$ cat config.mk
export PLATFORM = sky130hd
export DESIGN_NAME = rgb_to_lalphabeta_convert
export DESIGN_NICKNAME = d
export VERILOG_FILES = /design/src/rgblab_pkg.sv /design/src/rgblab_log2.sv /design/src/rgblab_mix.sv /design/src/rgb_to_lalphabeta_convert.sv
export SDC_FILE = /design/constraint.sdc
export NUM_CORES = 2
export LEC_CHECK = 0
export BUFFER_PORTS_ARGS = -buffer_cell sky130_fd_sc_hd__buf_2
export CORE_MARGIN = 4
export CORE_UTILIZATION = 55
export DETAILED_ROUTE_END_ITERATION = 8
export HOLD_SLACK_MARGIN = 0.05
export PLACE_DENSITY = 0.73
export SLEW_MARGIN = 40
export SYNTH_ARGS = -nofsm -noshare
export SYNTH_HDL_FRONTEND = slang
export SYNTH_SLANG_ARGS = --single-unit
export TNS_END_PERCENT = 10
$ cat constraint.sdc
create_clock -name clk -period 17.1 [get_ports clk]
set_input_delay 1.71 -clock clk [delete_from_list [all_inputs] [get_ports clk]]
set_output_delay 1.71 -clock clk [all_outputs]
set_load 0.01 [all_outputs]
$ cat src/rgblab_pkg.sv
// ----------------------------------------------------------------------------
// rgblab_pkg
// Shared constants and tables for the RGB to l-alpha-beta converter.
// ----------------------------------------------------------------------------
package rgblab_pkg;

  // Default number of fraction bits in the results.
  localparam int FRAC_BITS_DEF = 12;

  // Raw LMS sums are below 2^24.
  localparam int LMS_W = 24;
  // Log2 values in Q16, at most 24 * 65536.
  localparam int LOG_W = 21;
  // Offset logs, signed.
  localparam int G_W = 22;

  localparam logic [LMS_W-1:0] LMS_FLOOR = 24'd1671;
  localparam logic [LOG_W-1:0] LOG_OFFSET = 21'd1572494;

  localparam logic [14:0] K_LUM = 15'd11390;
  localparam logic [14:0] K_ALPHA = 15'd8054;
  localparam logic [14:0] K_BETA = 15'd13950;

  // RGB-to-LMS coefficients, unsigned Q0.16; row is L, M, S; column r, g, b.
  typedef logic [15:0] coef_t;
  localparam coef_t MIX [3][3] = '{
    '{16'd24976, 16'd37899, 16'd2635},
    '{16'd12891, 16'd47474, 16'd5125},
    '{16'd1579, 16'd8441, 16'd55339}
  };

  // Log2 of 1 + k/16 in Q16.
  typedef logic [16:0] log_ent_t;
  localparam log_ent_t LOG2_TAB [17] = '{
    17'd0, 17'd5732, 17'd11136, 17'd16248, 17'd21098, 17'd25711, 17'd30109,
    17'd34312, 17'd38336, 17'd42196, 17'd45904, 17'd49472, 17'd52911,
    17'd56229, 17'd59434, 17'd62534, 17'd65536
  };

  // Fields handed from the normalize stage to the interpolate stage.
  typedef struct packed {
    logic [4:0]  expo;
    logic [3:0]  seg;
    logic [15:0] rem;
  } norm_t;

endpackage

$ cat src/rgblab_log2.sv
// ----------------------------------------------------------------------------
// rgblab_log2
// Two-stage log2 in Q16 of a clamped LMS sum, less a fixed offset: normalize, then interpolate.
// ----------------------------------------------------------------------------
module rgblab_log2 import rgblab_pkg::*; (
  input  logic             clk,
  input  logic             en_a,
  input  logic             en_b,
  input  logic [LMS_W-1:0] x,
  output logic [G_W-1:0]   g
);

  norm_t norm_r;
  norm_t norm_nxt;
  logic [G_W-1:0] g_r;
  logic [G_W-1:0] g_nxt;

  // Find the top set bit and normalize the value.
  always_comb begin
    logic [LMS_W-1:0] xc;
    logic [4:0]       e;
    logic [31:0]      n;
    xc = (x < LMS_FLOOR) ? LMS_FLOOR : x;
    e = '0;
    for (int i = 0; i < LMS_W; i++) begin
      if (xc[i]) begin
        e = 5'(i);
      end
    end
    n = {8'd0, xc} << (5'd31 - e);
    norm_nxt.expo = e;
    norm_nxt.seg = n[30:27];
    norm_nxt.rem = n[26:11];
  end

  always_ff @(posedge clk) begin
    if (en_a) begin
      norm_r <= norm_nxt;
    end
  end

  // Interpolate between table entries and remove the scale offset.
  always_comb begin
    log_ent_t    lo;
    log_ent_t    hi;
    logic [16:0] diff;
    logic [32:0] prod;
    logic [LOG_W-1:0] lg;
    lo = LOG2_TAB[norm_r.seg];
    hi = LOG2_TAB[5'(norm_r.seg) + 5'd1];
    diff = hi - lo;
    prod = diff * norm_r.rem + 33'd32768;
    lg = {norm_r.expo, 16'd0} + LOG_W'(lo) + LOG_W'(prod[32:16]);
    g_nxt = G_W'(lg) - G_W'(LOG_OFFSET);
  end

  always_ff @(posedge clk) begin
    if (en_b) begin
      g_r <= g_nxt;
    end
  end

  assign g = g_r;

endmodule

$ cat src/rgblab_mix.sv
// ----------------------------------------------------------------------------
// rgblab_mix
// Final matrix: scale the log sums and round and saturate each result.
// ----------------------------------------------------------------------------
module rgblab_mix import rgblab_pkg::*; #(
  parameter int FRAC_BITS = FRAC_BITS_DEF
) (
  input  logic                  clk,
  input  logic                  en_a,
  input  logic                  en_b,
  input  logic signed [G_W-1:0] g_l,
  input  logic signed [G_W-1:0] g_m,
  input  logic signed [G_W-1:0] g_s,
  output logic signed [15:0]    lum,
  output logic signed [15:0]    alpha_ch,
  output logic signed [15:0]    beta_ch
);

  localparam int SH = 32 - FRAC_BITS;
  localparam int PW = G_W + 2 + 16;

  logic signed [PW-1:0] p_r [3];
  logic signed [PW-1:0] p_nxt [3];
  logic signed [15:0]   o_r [3];
  logic signed [15:0]   o_nxt [3];

  // Sums of logs times the matrix constants.
  always_comb begin
    logic signed [G_W+1:0] sl;
    logic signed [G_W+1:0] sa;
    logic signed [G_W+1:0] sb;
    sl = (G_W+2)'(g_l) + (G_W+2)'(g_m) + (G_W+2)'(g_s);
    sa = (G_W+2)'(g_l) + (G_W+2)'(g_m) - ((G_W+2)'(g_s) <<< 1);
    sb = (G_W+2)'(g_l) - (G_W+2)'(g_m);
    p_nxt[0] = PW'(sl) * PW'($signed({1'b0, K_LUM}));
    p_nxt[1] = PW'(sa) * PW'($signed({1'b0, K_ALPHA}));
    p_nxt[2] = PW'(sb) * PW'($signed({1'b0, K_BETA}));
  end

  always_ff @(posedge clk) begin
    if (en_a) begin
      p_r <= p_nxt;
    end
  end

  // Round half up, then saturate to 16 bits.
  always_comb begin
    logic signed [PW-1:0] v;
    for (int i = 0; i < 3; i++) begin
      v = (p_r[i] + (PW'(1) <<< (SH - 1))) >>> SH;
      if (v > PW'(32767)) begin
        o_nxt[i] = 16'sd32767;
      end else if (v < -PW'(32768)) begin
        o_nxt[i] = -16'sd32768;
      end else begin
        o_nxt[i] = v[15:0];
      end
    end
  end

  always_ff @(posedge clk) begin
    if (en_b) begin
      o_r <= o_nxt;
    end
  end

  assign lum = o_r[0];
  assign alpha_ch = o_r[1];
  assign beta_ch = o_r[2];

endmodule

$ cat src/rgb_to_lalphabeta_convert.sv
// ----------------------------------------------------------------------------
// rgb_to_lalphabeta_convert
// Streaming RGB to l-alpha-beta converter, one pixel per cycle while the output is not stalled.
// ----------------------------------------------------------------------------
// Channel  Direction  Ports                              Handshake
// in       input      in_blue, in_green, in_red          in_valid / in_stall
// out      output     out_lum, out_alpha_ch, out_beta_ch out_valid / out_stall
//
// Five register stages: LMS matrix, normalize, interpolate, matrix product,
// round and saturate into the output. One transaction is taken every cycle
// while the output is not stalled. A stall on the output freezes the whole
// pipeline; nothing is lost.
// Reset clears only the stage valid bits.
module rgb_to_lalphabeta_convert import rgblab_pkg::*; #(
  parameter int FRAC_BITS = FRAC_BITS_DEF
) (
  input  logic               clk,
  input  logic               rst_n,
  input  logic               in_valid,
  output logic               in_stall,
  input  logic [7:0]         in_blue,
  input  logic [7:0]         in_green,
  input  logic [7:0]         in_red,
  output logic               out_valid,
  input  logic               out_stall,
  output logic signed [15:0] out_lum,
  output logic signed [15:0] out_alpha_ch,
  output logic signed [15:0] out_beta_ch
);

  localparam int NST = 5;

  logic [NST-1:0]   vld_r;
  logic [NST-1:0]   vld_nxt;
  logic             adv;
  logic [LMS_W-1:0] lms_r [3];
  logic [LMS_W-1:0] lms_nxt [3];
  logic [G_W-1:0]   g [3];

  // The pipeline moves when the last stage is empty or being taken.
  assign adv = !(vld_r[NST-1] && out_stall);
  assign in_stall = !adv;

  assign vld_nxt = {vld_r[NST-2:0], in_valid};

  always_ff @(posedge clk) begin
    if (!rst_n) begin
      vld_r <= '0;
    end else if (adv) begin
      vld_r <= vld_nxt;
    end
  end

  // RGB to LMS matrix.
  always_comb begin
    for (int i = 0; i < 3; i++) begin
      lms_nxt[i] = LMS_W'(MIX[i][0]) * LMS_W'(in_red)
                 + LMS_W'(MIX[i][1]) * LMS_W'(in_green)
                 + LMS_W'(MIX[i][2]) * LMS_W'(in_blue);
    end
  end

  always_ff @(posedge clk) begin
    if (adv) begin
      lms_r <= lms_nxt;
    end
  end

  // One log unit per LMS channel.
  for (genvar c = 0; c < 3; c++) begin : g_log
    rgblab_log2 u_log (
      .clk  (clk),
      .en_a (adv),
      .en_b (adv),
      .x    (lms_r[c]),
      .g    (g[c])
    );
  end

  rgblab_mix #(
    .FRAC_BITS (FRAC_BITS)
  ) u_mix (
    .clk      (clk),
    .en_a     (adv),
    .en_b     (adv),
    .g_l      (g[0]),
    .g_m      (g[1]),
    .g_s      (g[2]),
    .lum      (out_lum),
    .alpha_ch (out_alpha_ch),
    .beta_ch  (out_beta_ch)
  );

  assign out_valid = vld_r[NST-1];

endmodule
==> impl_metrics.toml <==
[clock_network]
cts_buffers = 41
htreeDepth = 2
cts-hold-fix-buffers = 0
post_cts_buffers = 0
root_buffer = "clkbuf_16"
clkSinkCount = 324
clk_latency_ns = 0.62
cts_tree = "done"
post_cts_resize_count = 0
cts.clk_slew.worst_paths_ns = 0.06
clk_path_buf_depth = 3

[placement]
hpwlAfterDp_um = 185000
gp_congestion = 0.933
numPortBuffers = 77

[die]
die_w_um = 417
initial_core_util_pct = 55.6
core_area_sq_mm = 0.166
fp-row-count = 149
die_h_um = 417
io_pins = 78
die_area_sq_mm = 0.174

[setup_path]
timing_worst_setup_path_type = "reg -> reg"
cp.required_ns = 17.45
cpMostUsedCell = "fa_1"
slowest_delay_ns = 0.81
r2r-start = "g_log[0].u_log.norm_r[19]"
critPathSlowestCell = "edfxtp_1"
reg2reg_setup_slack_ns = 3.02
critPathTopFamily = "compound AO/OA/AOI/OAI gates"
cp-end-kind = "flip-flop"
worstReg2RegEnd = "g_log[0].u_log.g[21]"
worstPathArrival_ns = 14.43
critPathCapture = "g_log[0].u_log.g[21]"
critical_path_depth = 49
crit_fanout = 21
path_buf_inv = 5
startpoint_type = "flip-flop"
reg2reg_depth = 49
crit_start = "g_log[0].u_log.norm_r[19]"

[timing]
max_slew_margin_pct = 36.0
hold_viol = 0
final.period_utilization_pct = 82.3
drv_slew = 0
min_period_ns = 14.08
rsz0062_at_grt = "no"
worstMarginPinSlew_ns = 0.954
setup_tns_ns = 0
skew_ns = 0.0323
setup-violations-final = 0
fmax_mhz = 71.0

[worst_hold_path]
worstHoldPathType = "reg -> reg"
min_from = "vld_r[1]"

[yosys]
yosysTopAreaCell = "fa_1"
syn_nets = 13000
synth.top_cell.area_share_pct = 31.5
yosys_warnings = 0
avgSynthCellArea_sq_um = 9.06
yosysMostFrequentCell = "inv_1"
synth_commonest_cells = "inv_1, fa_1, ha_1"
syn_inst = 10200
synth-seq-area-share_pct = 10.5
async_reset_ff_share_pct = 0
synth_edf_count = 319
ys_ff_latch = 324
syn_area_sq_mm = 0.0922
yosys_most_used_dff = "edfxtp_1"
yosys-top-cells-area = "fa_1, ha_1, edfxtp_1, inv_1, nand2_1"
ys_types = 109

[global_route]
grt_pass1_vias = 72500
grt_pass1_wl_um = 370000
track_usage_pct = 26.0
grt_use_met2_pct = 43.9
grt_max_degree = 127
antenna_found_initial = 1
busiest_layer = "met2"
use_met1_pct = 35.4
grt.overflow.total = 0
gr-usage-met3_pct = 3.27

[final_layout]
fillers = 14300
area_growth_pct = 4.82
final_layout_size_suffix_gt1_share_pct = 4.31
fin_nets = 12900
antenna_cells = 0

[detailed_routing]
drcViolationCount = 0
ant_nets = 0
vias = 69900
totalWireLength_um = 224000
drt-initial-drc-count = 4583
routed_wire_length_per_instance_um = 18.2
vias_per_cell = 5.69
dr.pass1.iters = 8

[run_status]
outcome = "completed"

[run]
maxCapViolations = 0
## per-layer routing
metal  vias up  wire length (um)
li1      32700                 -
met1     34700             96800
met2      2099            106000
met3       369             13900
met4         0              7050
met5         -                 0
## through the flow
| step | cells | utilization [%] | hold slack (ns) | instance area (sq um) | setup slack (ns) |
|---|---|---|---|---|---|
| floorplan | 10200 | - | 0.441 | 92200 | 4.61 |
| global placement | 12200 | 57.3 | 0.451 | 95000 | 2.98 |
| detailed placement | 12200 | 57.4 | 0.471 | 95200 | 3.13 |
| CTS | 12300 | 58.2 | 0.479 | 96500 | 3.07 |
| global route | 12300 | 58.3 | 0.495 | 96600 | 2.08 |
| finish | 12300 | 58.3 | 0.470 | 96600 | 3.02 |
## worst min-delay path by stage
stage / cells past startpoint / to / slack, ns
after global routing: 2 / vld_r[3] / 0.50
after CTS: 2 / vld_r[1] / 0.48
after global placement: 2 / vld_r[2] / 0.45
after floorplan: 1 / vld_r[4] / 0.44
final: 2 / vld_r[1] / 0.47
after detailed placement: 2 / vld_r[1] / 0.47
## layout make-up
class	count	area, sq um	share of cell area [%]
inverter	2317	8700	9.00
clock buffer	46	1090	1.13
timing repair buffer	206	1440	1.49
tap	2189	2740	2.83
multi-input combinational	7182	72700	75.3
clock inverter	27	264	0.273
sequential	324	9680	10.0
## worst min-delay path, cell delays in order (launching register included)
cell and delay, ns:
dfxtp_1 0.31, nand2_1 0.05, a21boi_0 0.07
## registers in the layout, summed over array words and instances, names as in the netlist
| register | cells |
|---|---|
| g_log.u_log.norm_r | 75 |
| lms_r | 72 |
| g_log.u_log.g | 66 |
| u_mix.p_r | 58 |
| u_mix.alpha_ch | 16 |
| u_mix.beta_ch | 16 |
| u_mix.lum | 16 |
| vld_r | 5 |
## kinds of logic after synthesis
family,synth area share (%)
DFF,10.5
AOI/OAI and AO/OA,10.0
muxes,1.33
and+or+nand+nor,13.6
xor gates and xnor gates,4.24
adders and majority gates,49.4
other,0.00815
buffers and inverters,11.0
## cell usage in the layout, fill, tap and decap left out, drive strengths merged, types with 174 or more instances in the layout
| cell type | count |
|---|---|
| a21oi | 317 |
| and2 | 313 |
| buf | 206 |
| edfxtp | 319 |
| fa | 1452 |
| ha | 1315 |
| inv | 2320 |
| nand2 | 736 |
| nand3 | 223 |
| nor2 | 406 |
| nor3 | 174 |
| o21ai | 263 |
| xnor2 | 300 |
Power is left out: the tool's default activity adds up to more than one toggle a clock period on the data nets, which glitch-free logic cannot reach.
